===== src/hdl/assert_macros.svh =====
// assertion macros shared by the rtl
`ifndef ASSERT_MACROS_SVH
`define ASSERT_MACROS_SVH
`ifndef SYNTHESIS
`define ASSERT_IMPLIES(label, clk, rst_n, ante, cons) \
	label: assert property (@(posedge clk) disable iff (!rst_n) (ante) |-> (cons)) \
		else $error("assertion failed");
`define ASSERT_NEXT(label, clk, rst_n, ante, cons) \
	label: assert property (@(posedge clk) disable iff (!rst_n) (ante) |=> (cons)) \
		else $error("assertion failed");
`else
`define ASSERT_IMPLIES(label, clk, rst_n, ante, cons)
`define ASSERT_NEXT(label, clk, rst_n, ante, cons)
`endif
`endif


===== src/hdl/evrts_pkg.sv =====
package evrts_pkg;

	localparam int NUM_VOICES = 8;

	localparam logic [2:0] KIND_TICK     = 3'd0;
	localparam logic [2:0] KIND_PAD      = 3'd1;
	localparam logic [2:0] KIND_PAGE     = 3'd2;
	localparam logic [2:0] KIND_LATCH    = 3'd3;
	localparam logic [2:0] KIND_INACTIVE = 3'd4;

	localparam logic [1:0] PAGE_PLAY   = 2'd0;
	localparam logic [1:0] PAGE_RHYTHM = 2'd1;
	localparam logic [1:0] PAGE_LENGTH = 2'd2;

	localparam logic [6:0] DIVIDE_MAX = 7'd64;

	// rhythm 0 in the low byte, bit s is step s
	localparam logic [7:0][7:0] DEFAULT_RHYTHMS = {
		8'h1B, 8'hD9, 8'hA5, 8'h23, 8'h21, 8'hCB, 8'h19, 8'hC9
	};

	typedef struct packed {
		logic [2:0] kind;
		logic [2:0] pad_row;
		logic [2:0] pad_column;
		logic       pad_pressed;
		logic [1:0] page_choice;
	} item_t;

	typedef struct packed {
		logic [7:0] trigger_mask;
		logic       step_taken;
		logic       latch_on;
	} result_t;

endpackage


===== src/hdl/evrts_core.sv =====
`include "assert_macros.svh"

module evrts_core (
	input  logic               clk,
	input  logic               arst_n,
	input  logic               cfg_we,
	input  logic [6:0]         cfg_wdata,
	input  logic               advance,
	input  evrts_pkg::item_t   item,
	output evrts_pkg::result_t result
);

	logic [6:0]      clock_divide_q;
	logic [5:0]      div_count_q, div_count_d;
	logic [7:0][7:0] bits_q, bits_d;
	logic [7:0][3:0] len_q, len_d;
	logic [7:0]      running_q, running_d;
	logic [7:0]      armed_q, armed_d;
	logic [7:0][2:0] rhythm_q, rhythm_d;
	logic [7:0][2:0] pos_q, pos_d;
	logic [7:0][2:0] pending_q, pending_d;
	logic [63:0]     pads_q, pads_d;
	logic            latch_q, latch_d;
	logic [1:0]      page_q, page_d;
	logic [6:0]      div_eff;

	// advance modulo the rhythm length, a stale position may need several wraps
	function automatic logic [2:0] wrap_step(input logic [2:0] pos, input logic [3:0] len);
		logic [3:0] r;
		logic [3:0] l;
		l = (len == 4'd0) ? 4'd1 : len;
		r = {1'b0, pos} + 4'd1;
		for (int i = 0; i < 8; i++) begin
			if (r >= l) begin
				r = r - l;
			end
		end
		return r[2:0];
	endfunction

	always_comb begin
		if (clock_divide_q == 7'd0) begin
			div_eff = 7'd1;
		end else if (clock_divide_q > evrts_pkg::DIVIDE_MAX) begin
			div_eff = evrts_pkg::DIVIDE_MAX;
		end else begin
			div_eff = clock_divide_q;
		end
	end

	always_comb begin
		logic       run;
		logic [2:0] rhy;
		logic [2:0] pos;
		logic [6:0] cnt_inc;
		logic [3:0] new_len;
		logic       col_held;
		logic [2:0] col;
		logic [2:0] row;
		logic [5:0] idx;
		div_count_d = div_count_q;
		bits_d      = bits_q;
		len_d       = len_q;
		running_d   = running_q;
		armed_d     = armed_q;
		rhythm_d    = rhythm_q;
		pos_d       = pos_q;
		pending_d   = pending_q;
		pads_d      = pads_q;
		latch_d     = latch_q;
		page_d      = page_q;
		result      = '0;
		run         = 1'b0;
		rhy         = '0;
		pos         = '0;
		col         = item.pad_column;
		row         = item.pad_row;
		idx         = {row, col};
		cnt_inc     = {1'b0, div_count_q} + 7'd1;
		col_held    = 1'b0;
		new_len     = 4'd8 - {1'b0, row};
		if (advance) begin
			unique case (item.kind)
				evrts_pkg::KIND_TICK: begin
					if (cnt_inc < div_eff) begin
						div_count_d = cnt_inc[5:0];
					end else begin
						div_count_d = '0;
						result.step_taken = 1'b1;
						for (int v = 0; v < evrts_pkg::NUM_VOICES; v++) begin
							run = running_q[v];
							rhy = rhythm_q[v];
							pos = pos_q[v];
							if (armed_q[v]) begin
								run = 1'b1;
								rhy = pending_q[v];
								pos = 3'd0;
								armed_d[v]   = 1'b0;
								running_d[v] = 1'b1;
								rhythm_d[v]  = rhy;
							end
							if (run) begin
								result.trigger_mask[v] = bits_q[rhy][pos];
								pos_d[v] = wrap_step(pos, len_q[rhy]);
							end
						end
					end
				end
				evrts_pkg::KIND_PAD: begin
					if (!latch_q && !item.pad_pressed && pads_q[idx]) begin
						pads_d[idx] = 1'b0;
						for (int r = 0; r < 8; r++) begin
							col_held = col_held | pads_d[{3'(r), col}];
						end
						if (!col_held) begin
							running_d[col] = 1'b0;
							armed_d[col]   = 1'b0;
							pos_d[col]     = 3'd0;
						end
					end else if (item.pad_pressed) begin
						case (page_q)
							evrts_pkg::PAGE_PLAY: begin
								if (latch_q) begin
									if (!running_q[col] && !armed_q[col]) begin
										pending_d[col] = row;
										armed_d[col]   = 1'b1;
									end else if (armed_q[col]) begin
										if (pending_q[col] == row) begin
											armed_d[col] = 1'b0;
										end else begin
											pending_d[col] = row;
										end
									end else if (rhythm_q[col] == row) begin
										running_d[col] = 1'b0;
										pos_d[col]     = 3'd0;
									end else begin
										rhythm_d[col] = row;
										pos_d[col]    = 3'd0;
									end
								end else begin
									pads_d[idx]    = 1'b1;
									pending_d[col] = row;
									if (!running_q[col]) begin
										armed_d[col] = 1'b1;
									end else begin
										rhythm_d[col] = row;
										pos_d[col]    = 3'd0;
									end
								end
							end
							evrts_pkg::PAGE_RHYTHM: begin
								bits_d[col][~row] = ~bits_q[col][~row];
							end
							evrts_pkg::PAGE_LENGTH: begin
								len_d[col] = new_len;
								if (running_q[col] && ({1'b0, pos_q[col]} >= new_len)) begin
									pos_d[col] = 3'd0;
								end
							end
							default: begin
							end
						endcase
					end
				end
				evrts_pkg::KIND_PAGE: begin
					if (item.page_choice <= evrts_pkg::PAGE_LENGTH) begin
						page_d = item.page_choice;
					end
				end
				evrts_pkg::KIND_LATCH: begin
					latch_d = !latch_q;
					pads_d  = '0;
					if (latch_q) begin
						running_d = '0;
						armed_d   = '0;
						pos_d     = '0;
					end
				end
				evrts_pkg::KIND_INACTIVE: begin
					pads_d = '0;
					if (!latch_q) begin
						running_d = '0;
						armed_d   = '0;
						pos_d     = '0;
					end
				end
				default: begin
				end
			endcase
		end
		result.latch_on = latch_d;
	end

	always_ff @(posedge clk or negedge arst_n) begin
		if (!arst_n) begin
			clock_divide_q <= 7'd1;
		end else if (cfg_we) begin
			clock_divide_q <= cfg_wdata;
		end
	end

	always_ff @(posedge clk or negedge arst_n) begin
		if (!arst_n) begin
			div_count_q <= '0;
			bits_q      <= evrts_pkg::DEFAULT_RHYTHMS;
			len_q       <= {8{4'd8}};
			running_q   <= '0;
			armed_q     <= '0;
			rhythm_q    <= '0;
			pos_q       <= '0;
			pending_q   <= '0;
			pads_q      <= '0;
			latch_q     <= 1'b0;
			page_q      <= evrts_pkg::PAGE_PLAY;
		end else begin
			div_count_q <= div_count_d;
			bits_q      <= bits_d;
			len_q       <= len_d;
			running_q   <= running_d;
			armed_q     <= armed_d;
			rhythm_q    <= rhythm_d;
			pos_q       <= pos_d;
			pending_q   <= pending_d;
			pads_q      <= pads_d;
			latch_q     <= latch_d;
			page_q      <= page_d;
		end
	end

	`ASSERT_IMPLIES(a_run_arm_excl, clk, arst_n, 1'b1, (running_q & armed_q) == 8'd0)
	`ASSERT_IMPLIES(a_quiet_non_tick, clk, arst_n, advance && (item.kind != evrts_pkg::KIND_TICK), (result.trigger_mask == 8'd0) && !result.step_taken)
	`ASSERT_NEXT(a_div_clear, clk, arst_n, advance && result.step_taken, div_count_q == 6'd0)

endmodule


===== src/hdl/eight_voice_rhythm_trigger_sequencer.sv =====
// channel   signals                                             dir
// input     in_valid in_ready kind pad_row pad_column           in
//           pad_pressed page_choice
// result    out_valid out_ready trigger_mask step_taken latch_on out
// config    cfg_we cfg_wdata (clock_divide)                     in
//
// one word per cycle sustained while out_ready is high: a word enters the
// input register, the whole state update runs on advance and lands in the
// result register; out_valid rises as the word lands there
// a stalled result holds the core; the input register still takes one word
// reset (arst_n low) restores the default rhythms, lengths of 8, latch off
`include "assert_macros.svh"

module eight_voice_rhythm_trigger_sequencer (
	input  logic       clk,
	input  logic       arst_n,
	input  logic       cfg_we,
	input  logic [6:0] cfg_wdata,
	input  logic       in_valid,
	output logic       in_ready,
	input  logic [2:0] kind,
	input  logic [2:0] pad_row,
	input  logic [2:0] pad_column,
	input  logic       pad_pressed,
	input  logic [1:0] page_choice,
	output logic       out_valid,
	input  logic       out_ready,
	output logic [7:0] trigger_mask,
	output logic       step_taken,
	output logic       latch_on
);

	evrts_pkg::item_t   item_s1;
	logic               valid_s1;
	evrts_pkg::result_t res_s2;
	evrts_pkg::result_t res_next;
	logic               valid_s2;
	logic               advance;

	assign advance  = valid_s1 && (!valid_s2 || out_ready);
	assign in_ready = !valid_s1 || advance;

	always_ff @(posedge clk or negedge arst_n) begin
		if (!arst_n) begin
			valid_s1 <= 1'b0;
		end else if (in_valid && in_ready) begin
			valid_s1 <= 1'b1;
		end else if (advance) begin
			valid_s1 <= 1'b0;
		end
	end

	always_ff @(posedge clk) begin
		if (in_valid && in_ready) begin
			item_s1 <= '{kind: kind, pad_row: pad_row, pad_column: pad_column,
				pad_pressed: pad_pressed, page_choice: page_choice};
		end
	end

	evrts_core u_core (
		.clk       (clk),
		.arst_n    (arst_n),
		.cfg_we    (cfg_we),
		.cfg_wdata (cfg_wdata),
		.advance   (advance),
		.item      (item_s1),
		.result    (res_next)
	);

	always_ff @(posedge clk or negedge arst_n) begin
		if (!arst_n) begin
			valid_s2 <= 1'b0;
		end else if (advance) begin
			valid_s2 <= 1'b1;
		end else if (out_ready) begin
			valid_s2 <= 1'b0;
		end
	end

	always_ff @(posedge clk) begin
		if (advance) begin
			res_s2 <= res_next;
		end
	end

	assign out_valid    = valid_s2;
	assign trigger_mask = res_s2.trigger_mask;
	assign step_taken   = res_s2.step_taken;
	assign latch_on     = res_s2.latch_on;

	`ASSERT_IMPLIES(a_no_overrun, clk, arst_n, valid_s1 && valid_s2 && !out_ready, !in_ready && !advance)
	`ASSERT_NEXT(a_result_from_core, clk, arst_n, !valid_s2 && !advance, !valid_s2)
	`ASSERT_NEXT(a_out_hold, clk, arst_n, out_valid && !out_ready, out_valid)

endmodule

===== config.mk =====
export PLATFORM = sky130hd
export DESIGN_NAME = eight_voice_rhythm_trigger_sequencer
export DESIGN_NICKNAME = d
export VERILOG_FILES = /design/src/hdl/evrts_pkg.sv /design/src/hdl/evrts_core.sv /design/src/hdl/eight_voice_rhythm_trigger_sequencer.sv
export VERILOG_INCLUDE_DIRS = /design/src /design/src/hdl
export SDC_FILE = /design/constraint.sdc
export NUM_CORES = 1
export LEC_CHECK = 0
export ABC_AREA = 1
export BUFFER_PORTS_ARGS = -buffer_cell sky130_fd_sc_hd__buf_2
export CAP_MARGIN = 0
export CELL_PAD_IN_SITES_DETAIL_PLACEMENT = 1
export CELL_PAD_IN_SITES_GLOBAL_PLACEMENT = 2
export CORE_MARGIN = 2
export CORE_UTILIZATION = 37
export CTS_CLUSTER_DIAMETER = 30
export CTS_CLUSTER_SIZE = 8
export DETAILED_ROUTE_END_ITERATION = 10
export MAX_ROUTING_LAYER = met4
export PLACE_DENSITY_LB_ADDON = 0.25
export SKIP_LAST_GASP = 1
export SLEW_MARGIN = 20
export SYNTH_ARGS = -nofsm -noshare
export SYNTH_HDL_FRONTEND = slang
export SYNTH_HIERARCHICAL = 1
export SYNTH_SLANG_ARGS = --single-unit

===== constraint.sdc =====
create_clock -name clk -period 16.9 [get_ports clk]
set_clock_uncertainty 0.05 [all_clocks]
set_input_delay 0.845 -clock clk [delete_from_list [all_inputs] [get_ports clk]]
set_output_delay 0.845 -clock clk [all_outputs]
set_load 0.05 [all_outputs]

[After elaboration in Yosys (flattened, before gate mapping)]
Cells that the tools add are included.
Operators by class
  add/sub/neg operators: 74
  order comparisons: 98
  eq/ne operators: 44
  mux-type cells: 561
  bitwise gates (word level): 28
  reductions and logical operators: 59
Operators with widths (count)
  4-bit two-way mux: 297
  24-bit two-way mux: 24
  4-bit >= comparator: 64
  64-bit two-way mux: 4
  3-bit two-way mux: 84
  8-bit two-way mux: 31
  4-bit subtractor: 56
  8-bit binary-select mux with 3-bit select: 9
  64-bit one-hot mux with 2 select lines: 1
  13-bit AND reduction: 8
  4-bit binary-select mux with 3-bit select: 8
  24-bit one-hot mux with 2 select lines: 2
  24-bit one-hot mux with 4 select lines: 1
  3-bit by 4-bit less-than comparator with 1-bit output (second input constant): 18
  64-bit bitwise AND: 1
  64-bit bitwise mux: 1
  64-bit inverter: 1
  64-bit bitwise OR: 1
  8-bit one-hot mux with 4 select lines: 2
  1-bit two-way mux: 62
  1-bit binary-select mux with 3-bit select: 19
  24-bit bitwise mux: 2
  6-bit by 7-bit less-than comparator with 1-bit output (second input constant): 5
  3-bit by 1-bit adder with 4-bit output (second input constant): 8
  other kinds (62): 155
Word-level totals
  bits in registers: 288
  input bits: 24
  output and inout bits: 12
  word-level logic and storage cells: 928

[Logic depth before layout (Yosys ltp)]
Gate-level depths: netlist of run 1.
  depth after elaboration: 58
  gate-level depth with buffers: 84
  mapped depth without buffers: 82

[Cells and area by module]
The synthesis of run 1 kept the hierarchy.
By module, submodules not included
  evrts_core: instances 1, cells each 5543, area each 35016.1 um^2, seq. area each 6655.1 um^2
  eight_voice_rhythm_trigger_sequencer: instances 1, cells each 34, area each 755.7 um^2, seq. area each 710.7 um^2

[Least setup slack after synthesis of run 1]
No wires, ideal clock.
  path kind: reg-to-reg
  from: register u_core.armed_q[4]
  to: register u_core/pos_q[13] (netlist bit)
  library setup time: 65 ps
  data arrival time: 13464 ps
  data required time: 16785 ps
  setup slack: 3321 ps
  cell stages (with the launch flop): 72
  buffers on the path: 2
  period minus slack after synthesis: 13579 ps
  path through: dfrtp_1 > clkbuf_1 > inv_1 > nand2_1 > nand2_1 > inv_1 > clkbuf_1 > o21ai_0 > nand2_1 > inv_1 > o21ai_0 > inv_1 > a32o_1 > ha_1 > fa_1 > nand2_1 > nand3_1 > nand2_1 > [... 36 more ...] > and2_1 > ha_1 > inv_1 > nor2_1 > a311o_1 > a21oi_1 > or2_2 > and2_1 > ha_1 > inv_1 > fa_1 > a221oi_1 > o21ai_0 > inv_1 > nor2_1 > nor2_1 > nand2_1 > nand2_1
On the way
  longest elaborated chain between the ends: 55
  elaborated cells between the ends (all ways): 80
  those cells by class: 9 x add/sub; 8 x order compare; 3 x eq/ne; 56 x mux; 4 x reduce/logical
RTL lines
  from (decl): line evrts_core.sv:18  | logic [7:0] armed_q, armed_d;
  from (signal assigned): line evrts_core.sv:220  | armed_q <= armed_d;
  3-bit two-way mux: line evrts_core.sv:94  | if (armed_q[v]) begin
  3-bit two-way mux: line evrts_core.sv:85  | if (cnt_inc < div_eff) begin
  3-bit two-way mux: line evrts_core.sv:83  | unique case (item.kind)
  3-bit two-way mux: line evrts_core.sv:82  | if (advance) begin
  4-bit binary-select mux with 3-bit select: line evrts_core.sv:104  | pos_d[v] = wrap_step(pos, len_q[rhy]);
  4-bit two-way mux (implied by the code): line evrts_core.sv:104
  4-bit logical NOT: line evrts_core.sv:31  | l = (len == 4'd0) ? 4'd1 : len;
  4-bit two-way mux: line evrts_core.sv:31
  [... 39 more ...]
  4-bit two-way mux: line evrts_core.sv:85
  4-bit two-way mux: line evrts_core.sv:83
  4-bit two-way mux: line evrts_core.sv:82
  4-bit >= comparator or 3-bit subtractor (tied branches): line evrts_core.sv:34, evrts_core.sv:35
  3-bit two-way mux: line evrts_core.sv:34  | if (r >= l) begin
  3-bit two-way mux: line evrts_core.sv:102  | if (run) begin
  24-bit two-way mux: line evrts_core.sv:85
  24-bit one-hot mux with 4 select lines: line evrts_core.sv:83
  to (signal assigned): line evrts_core.sv:222  | pos_q <= pos_d;
  to (decl): line evrts_core.sv:20  | logic [7:0][2:0] pos_q, pos_d;
Parallel ways exist; a longest one is shown, timed or not. The select of a mux whose other input is x is not followed.
A chain may end at the register's enable or synchronous reset.

[Final worst setup path of run 1]
  from: register u_core.armed_q[5]
  to: register u_core/pos_q[15] (netlist bit)
The elaborated chain is that of the path after synthesis.

==> results of run 1 <==
state kept, by name (all words and copies together), names as in the netlist:
register / cells
u_core/pads_q: 64
u_core/bits_q: 64
u_core/running_q: 8
latch_on: 1
trigger_mask: 8
item_s1: 12
u_core/latch_q: 1
u_core/clock_divide_q: 7
u_core/pos_q: 24
u_core/pending_q: 24
out_valid: 1
valid_s1: 1
u_core/div_count_q: 6
u_core/len_q: 32
u_core/armed_q: 8
step_taken: 1
u_core/rhythm_q: 24
u_core/page_q: 2
logic make-up after synthesis:
group / count (synthesis) / share of synthesized area
simple gates: 2393 / 0.294
compound gates: 1564 / 0.243
buf+inv: 896 / 0.101
fa+ha+maj: 339 / 0.132
flops: 288 / 0.206
xor+xnor: 91 / 0.0223
mux: 6 / 0.00189
stage by stage:
stage / setup WS [ns] / hold WS (ns) / cell area [µm²] / total power [mW]
2_1_floorplan: 3.32 / 0.392 / 35800 / 2.76
3_3_place_gp: 2.11 / 0.405 / 37100 / 3.46
3_5_place_dp: 1.90 / 0.422 / 37100 / 3.54
4_1_cts: 1.82 / 0.171 / 40500 / 5.41
5_1_grt: 0.433 / 0.197 / 40500 / 5.82
6_report: 1.86 / 0.122 / 40500 / 5.39
worst max-delay path, delay by kind of cell, from the launching register on:
family / cells / cell delay, ns
AO/OA/AOI/OAI: 22 / 5.80
adder cells (fa/ha/maj): 14 / 4.01
buffers and inverters: 12 / 1.85
flip-flops: 1 / 0.55
AND/OR/NAND/NOR: 21 / 2.64
path summary, 6_finish.rpt:
check                                              startpoint  cells past startpoint                      endpoint  slack [ns]
max in group asynchronous                              arst_n                      3   u_core/len_q[1]$_DFFE_PN0P_       14.31
worst min-delay path                                   arst_n                      1          valid_s1$_DFFE_PN0P_        0.12
worst max register to register  u_core/armed_q[5]$_DFFE_PN0P_                     69  u_core/pos_q[15]$_DFFE_PN0P_        1.86
min in group clk                                  pad_pressed                      1          item_s1[2]$_DFFE_PP_        0.28
worst min register to register    u_core/pos_q[1]$_DFFE_PN0P_                      2   u_core/pos_q[1]$_DFFE_PN0P_        0.43
worst max-delay path            u_core/armed_q[5]$_DFFE_PN0P_                     69  u_core/pos_q[15]$_DFFE_PN0P_        1.86
cells in the mapped netlist, drive strengths merged, types with 46 or more instances:
| library cell | number |
|---|---|
| o211ai | 198 |
| nor3 | 46 |
| nand3 | 383 |
| nor2 | 435 |
| dfrtp | 227 |
| fa | 64 |
| ha | 275 |
| xor2 | 46 |
| inv | 615 |
| o21ai | 796 |
| clkbuf | 168 |
| buf | 99 |
| o22ai | 48 |
| a21oi | 423 |
| or2 | 68 |
| nand2 | 1341 |
| and2 | 50 |
power by group through the flow:
stage                     Clock [mW]  Combinational, mW  Sequential, mW
after detailed placement           0               2.69           0.848
after CTS                       1.86               2.71           0.840
after global routing            1.91               3.06           0.849
after floorplan                    0               1.94           0.820
final                           1.84               2.71           0.844
after global placement             0               2.62           0.846
per-layer routing:
layer	GRT usage	part of all wire
met2	0.490	0.45
met5	-	0
met3	0.0522	0.077
met1	0.409	0.44
met4	0.111	0.036
layout make-up:
class                      count  area [µm²]
sequential                   288        7370
tap                         1276        1600
timing repair buffer         122         842
inverter                     629        2370
clock buffer                 155        3000
fill                       12600       55800
multi-input combinational   4393       24900
clock inverter                32         425
==> results.py, run 1 <==
metrics = {
    "synthesis": {
        "synthArstFlopShare": 0.924,
        "synth_area_leaders": "dfrtp_1, nand2_1, ha_1",
        "synth_ff_type": "dfrtp_1",
        "syn_area_mm2": 0.0358,
        "synthCells": 5577,
        "synthesis.nets": 5940,
        "yosys_warnings": 6,
        "synth_top_area_share": 0.159,
        "ys_ff_latch": 288,
        "syn_avg_cell_area_um2": 6.41,
        "ys_types": 63,
        "yosys.area.top_type": "dfrtp_1",
        "synth_edf_count": 22,
        "ys_seq_area_frac": 0.206,
    },
    "placement": {
        "placedCellCount": 6708,
        "place_congestion": 0.949,
        "numPortBuffers": 35,
        "dp_hpwl_um": 112000,
    },
    "power_and_ir_drop": {
        "power_density_mw_per_mm2": 133,
        "pwr-share-seq": 0.156,
        "p_comb_frac": 0.502,
        "p_switching_mw": 2.40,
        "p_leak_nw": 19.6,
        "max-vdd-ir-drop_v": 0.000215,
        "p_sw_frac": 0.445,
        "power_frac_clock": 0.341,
        "p_int_mw": 2.99,
    },
    "detailed_routing": {
        "drc": 0,
        "vias": 39900,
        "dr.pass1.iters": 5,
        "drt.antenna.violating_nets": 0,
        "wl_per_cell_um": 22.2,
        "wirelength_um": 153000,
        "viasPerCell": 5.78,
        "drtIter0Drc": 3193,
    },
    "timing": {
        "slew_headroom": 0.278,
        "clock.fmax_mhz": 66.5,
        "finalHoldViolCount": 0,
        "tightest_slew_ns": 1.08,
        "rsz0062_at_grt": "no",
        "post-route-min-period_ns": 15.04,
        "report.final.slew_viol_count": 0,
        "finalSetupViolations": 0,
        "min_period_over_period": 0.890,
        "final.setup.tns_ns": 0,
    },
    "die": {
        "rows": 114,
        "die_w_um": 315,
        "io_pins": 36,
        "fp.dieArea_mm2": 0.0992,
        "initial_core_util": 0.372,
        "die_y_um": 315,
        "coreArea_mm2": 0.0963,
    },
    "worst_setup_path": {
        "critPathMostFrequentCell": "inv_1",
        "startpoint_type": "flop",
        "arrival_ns": 15.52,
        "slowest_delay_ns": 0.67,
        "endpoint_kind": "flop",
        "worstPathRequired_ns": 17.38,
        "crit_type": "reg2reg",
        "worst_path_max_delay_cell": "o21ai_4",
        "path_max_fanout": 30,
    },
    "final_layout": {
        "drive_gt1_frac": 0.0915,
        "final_cell_mix": "nand2_1, o21ai_0, inv_1",
        "num_antenna_cells": 0,
        "final_common_cell": "nand2_1",
        "syn_to_final_growth_pct": 13.3,
        "post-route-util": 0.421,
        "nets": 5896,
        "layout.cells.non_filler": 6895,
    },
    "clock_network": {
        "cts_tree": "done",
        "cts_buffer_depth": 3,
        "post_cts_resize_count": 0,
        "cts.sinks": 288,
        "h-tree-depth": 3,
        "cts-buffers-inserted": 99,
        "insertion_delay_ns": 0.69,
        "cts_hold_buf": 0,
        "root_buffer": "clkbuf_16",
        "cts.clk_slew.worst_paths_ns": 0.05,
        "post-cts-setup-buffer-count": 0,
    },
    "global_route": {
        "grt_first_pass_wirelength_um": 236000,
        "grt_usage": 0.314,
        "first_global_vias": 39700,
        "grt_max_degree": 111,
        "overflow": 0,
        "antenna_found_initial": 0,
    },
    "run_status": {
        "status": "complete, no violations",
    },
    "job": {
        "maxCapViolCount": 0,
    },
    "worst_hold_path": {
        "min_path_type": "in2async",
    },
}
Power figures use the tool's default switching activity.
==> inputs of run 2 (changes only) <==
--- a/config.mk
+++ b/config.mk
@@ -8,7 +8,7 @@
 export LEC_CHECK = 0
 export ABC_AREA = 1
 export BUFFER_PORTS_ARGS = -buffer_cell sky130_fd_sc_hd__buf_2
-export CAP_MARGIN = 0
+export CAP_MARGIN = 20
 export CELL_PAD_IN_SITES_DETAIL_PLACEMENT = 1
 export CELL_PAD_IN_SITES_GLOBAL_PLACEMENT = 2
 export CORE_MARGIN = 2
@@ -16,6 +16,7 @@
 export CTS_CLUSTER_DIAMETER = 30
 export CTS_CLUSTER_SIZE = 8
 export DETAILED_ROUTE_END_ITERATION = 10
+export GPL_TIMING_DRIVEN = 0
 export MAX_ROUTING_LAYER = met4
 export PLACE_DENSITY_LB_ADDON = 0.25
 export SKIP_LAST_GASP = 1
==> run 2 against run 1 <==
- wire length up 20%
- maximum frequency down 3.3%
- design area grew 1.9%
- setup slack got worse by 0.52 ns
- clock power barely moved
- die area unchanged
- hold slack worse by 0.097 ns
- highest routed layer unchanged
- critical path type unchanged
- non-clock buffer count increased by 194
==> results.py, run 2 (synthesis gave the netlist of run 1 again) <==
metrics = {
    "timing": {
        "fin_ws_ns": 1.33,
        "finalSetupViolations": 0,
        "whs_ns": 0.0251,
        "min_period_over_period": 0.921,
        "tightest_slew_ns": 1.41,
        "slew_headroom": 0.0573,
        "post-route-min-period_ns": 15.57,
        "clock.fmax_mhz": 64.2,
        "rsz0062_at_grt": "no",
        "finalHoldViolCount": 0,
        "report.final.slew_viol_count": 0,
    },
    "power_and_ir_drop": {
        "p_leak_nw": 19.9,
        "p_comb_frac": 0.513,
        "p_int_mw": 3.01,
        "power_frac_clock": 0.334,
        "max-vdd-ir-drop_v": 0.000185,
        "p_sw_frac": 0.453,
        "pwr-share-seq": 0.152,
        "p_switching_mw": 2.49,
        "power_density_mw_per_mm2": 133,
    },
    "die": {
        "initial_core_util": 0.372,
        "rows": 114,
        "die_w_um": 315,
        "io_pins": 36,
        "fp.dieArea_mm2": 0.0992,
        "coreArea_mm2": 0.0963,
        "die_y_um": 315,
    },
    "placement": {
        "dp_slack_ns": 0.567,
        "dp_hpwl_um": 135000,
        "place_congestion": 1.00,
        "numPortBuffers": 34,
    },
    "worst_setup_path": {
        "critPathMostFrequentCell": "nand2_1",
        "slowest_delay_ns": 0.63,
        "crit_type": "reg2reg",
        "arrival_ns": 16.06,
        "reg2regPathDepth": 76,
        "cp_num_buf_inv": 13,
        "critical-path-top-delay-family": "simple AND/OR/NAND/NOR gates",
        "r2r_start": "u_core/armed_q[3]$_DFFE_PN0P_",
        "path_max_fanout": 10,
        "worst_path_max_delay_cell": "a221oi_1",
        "worstPathRequired_ns": 17.39,
        "crit_start": "u_core/armed_q[3]$_DFFE_PN0P_",
        "crit_end": "u_core/pos_q[10]$_DFFE_PN0P_",
        "endpoint_kind": "flop",
        "worstReg2RegEnd": "u_core/pos_q[10]$_DFFE_PN0P_",
        "startpoint_type": "flop",
        "cp_num_cells": 76,
        "ff2ff_setup_slack_ns": 1.33,
    },
    "global_route": {
        "grt_usage": 0.374,
        "grt_first_pass_wirelength_um": 269000,
        "first_global_vias": 41400,
        "overflow": 0,
        "grt_max_degree": 83,
        "antenna_found_initial": 9,
    },
    "clock_network": {
        "cts.sinks": 288,
        "root_buffer": "clkbuf_16",
        "h-tree-depth": 3,
        "cts-buffers-inserted": 94,
        "cts.clk_slew.worst_paths_ns": 0.04,
        "insertion_delay_ns": 0.67,
        "cts_buffer_depth": 3,
        "cts_tree": "done",
        "cts_hold_buf": 0,
    },
    "detailed_routing": {
        "drc": 0,
        "dr.pass1.iters": 6,
        "viasPerCell": 5.94,
        "drt.antenna.violating_nets": 0,
        "vias": 42100,
        "wl_per_cell_um": 25.8,
        "drtIter0Drc": 4490,
        "wirelength_um": 183000,
    },
    "final_layout": {
        "syn_to_final_growth_pct": 15.4,
        "final_cell_mix": "nand2_1, o21ai_0, inv_1",
        "final_common_cell": "nand2_1",
        "drive_gt1_frac": 0.0926,
        "seq_area_mm2": 0.00737,
        "nets": 6085,
        "multi_input_area_mm2": 0.0249,
        "reg_top3": "u_core/bits_q (64), u_core/pads_q (64), u_core/len_q (32)",
        "nFillCells": 12600,
    },
    "job": {
        "maxCapViolCount": 0,
    },
    "run_status": {
        "status": "complete, no violations",
    },
    "worst_hold_path": {
        "min_path_type": "in2async",
    },
}
-- run 2: cell count changes in the layout (fill, tap and decap cells not counted), moves of 8 or more --
| cell | before | now |
|---|---|---|
| a31oi_1 | 18 | 10 |
| buf_1 | 0 | 18 |
| buf_2 | 34 | 85 |
| buf_4 | 86 | 16 |
| buf_6 | 1 | 19 |
| clkbuf_1 | 25 | 170 |
| clkbuf_8 | 31 | 20 |
| clkinv_2 | 18 | 28 |
| o21ai_1 | 141 | 152 |
| o21ai_4 | 8 | 0 |
-- run 2: routing by layer --
| metal | track usage | vias to the layer above | wire [µm] |
|---|---|---|---|
| met1 | 0.481 | 20500 | 76400 |
| li1 | - | 19100 | - |
| met2 | 0.551 | 1926 | 78200 |
| met5 | - | - | 0 |
| met4 | 0.180 | 0 | 10300 |
| met3 | 0.0884 | 555 | 18100 |
-- run 2: final cells by class --
cell class,instances,share of cell area
multi-input combinational,4393,0.603
inverter,629,0.0574
clock buffer,125,0.0646
timing repair buffer,52,0.0109
tap,1276,0.0387
buffer,264,0.0303
sequential,288,0.178
clock inverter,51,0.0160
antenna,7,0.000424
-- run 2: power by group through the flow --
stage	clock [mW]	combinational, mW	sequential, mW
final	1.84	2.82	0.838
after CTS	1.85	2.80	0.831
after detailed placement	0	2.78	0.839
after global placement	0	2.67	0.838
after floorplan	0	1.94	0.820
after global routing	1.89	3.18	0.843
-- run 2: metrics by stage --
| step | area [µm²] | cells | power [mW] | util | TNS [ns] |
|---|---|---|---|---|---|
| after floorplan | 35800 | 5577 | 2.76 | - | 0 |
| after global placement | 37500 | 6887 | 3.50 | 0.390 | -3.70 |
| after detailed placement | 37900 | 6903 | 3.62 | 0.394 | 0 |
| after CTS | 41200 | 7079 | 5.48 | 0.428 | 0 |
| after global routing | 41300 | 7081 | 5.91 | 0.429 | 0 |
| final | 41300 | 7085 | 5.50 | 0.429 | 0 |
-- run 2: how the worst min path moves through the flow --
stage                                   endpoint                         start
CTS                        out_valid$_DFFE_PN0P_                        arst_n
global placement     u_core/pos_q[1]$_DFFE_PN0P_   u_core/pos_q[1]$_DFFE_PN0P_
floorplan           u_core/pos_q[13]$_DFFE_PN0P_  u_core/pos_q[13]$_DFFE_PN0P_
detailed placement  u_core/pads_q[0]$_DFFE_PN0P_  u_core/pads_q[0]$_DFFE_PN0P_
global route               out_valid$_DFFE_PN0P_                        arst_n
finish                     out_valid$_DFFE_PN0P_                        arst_n
-- run 2: what timing repair did --
action	CTS	global route
buffers inserted	0	0
endpoints found under the hold margin	0	0
gates resized for setup	0	16
endpoints found under the setup margin	0	12
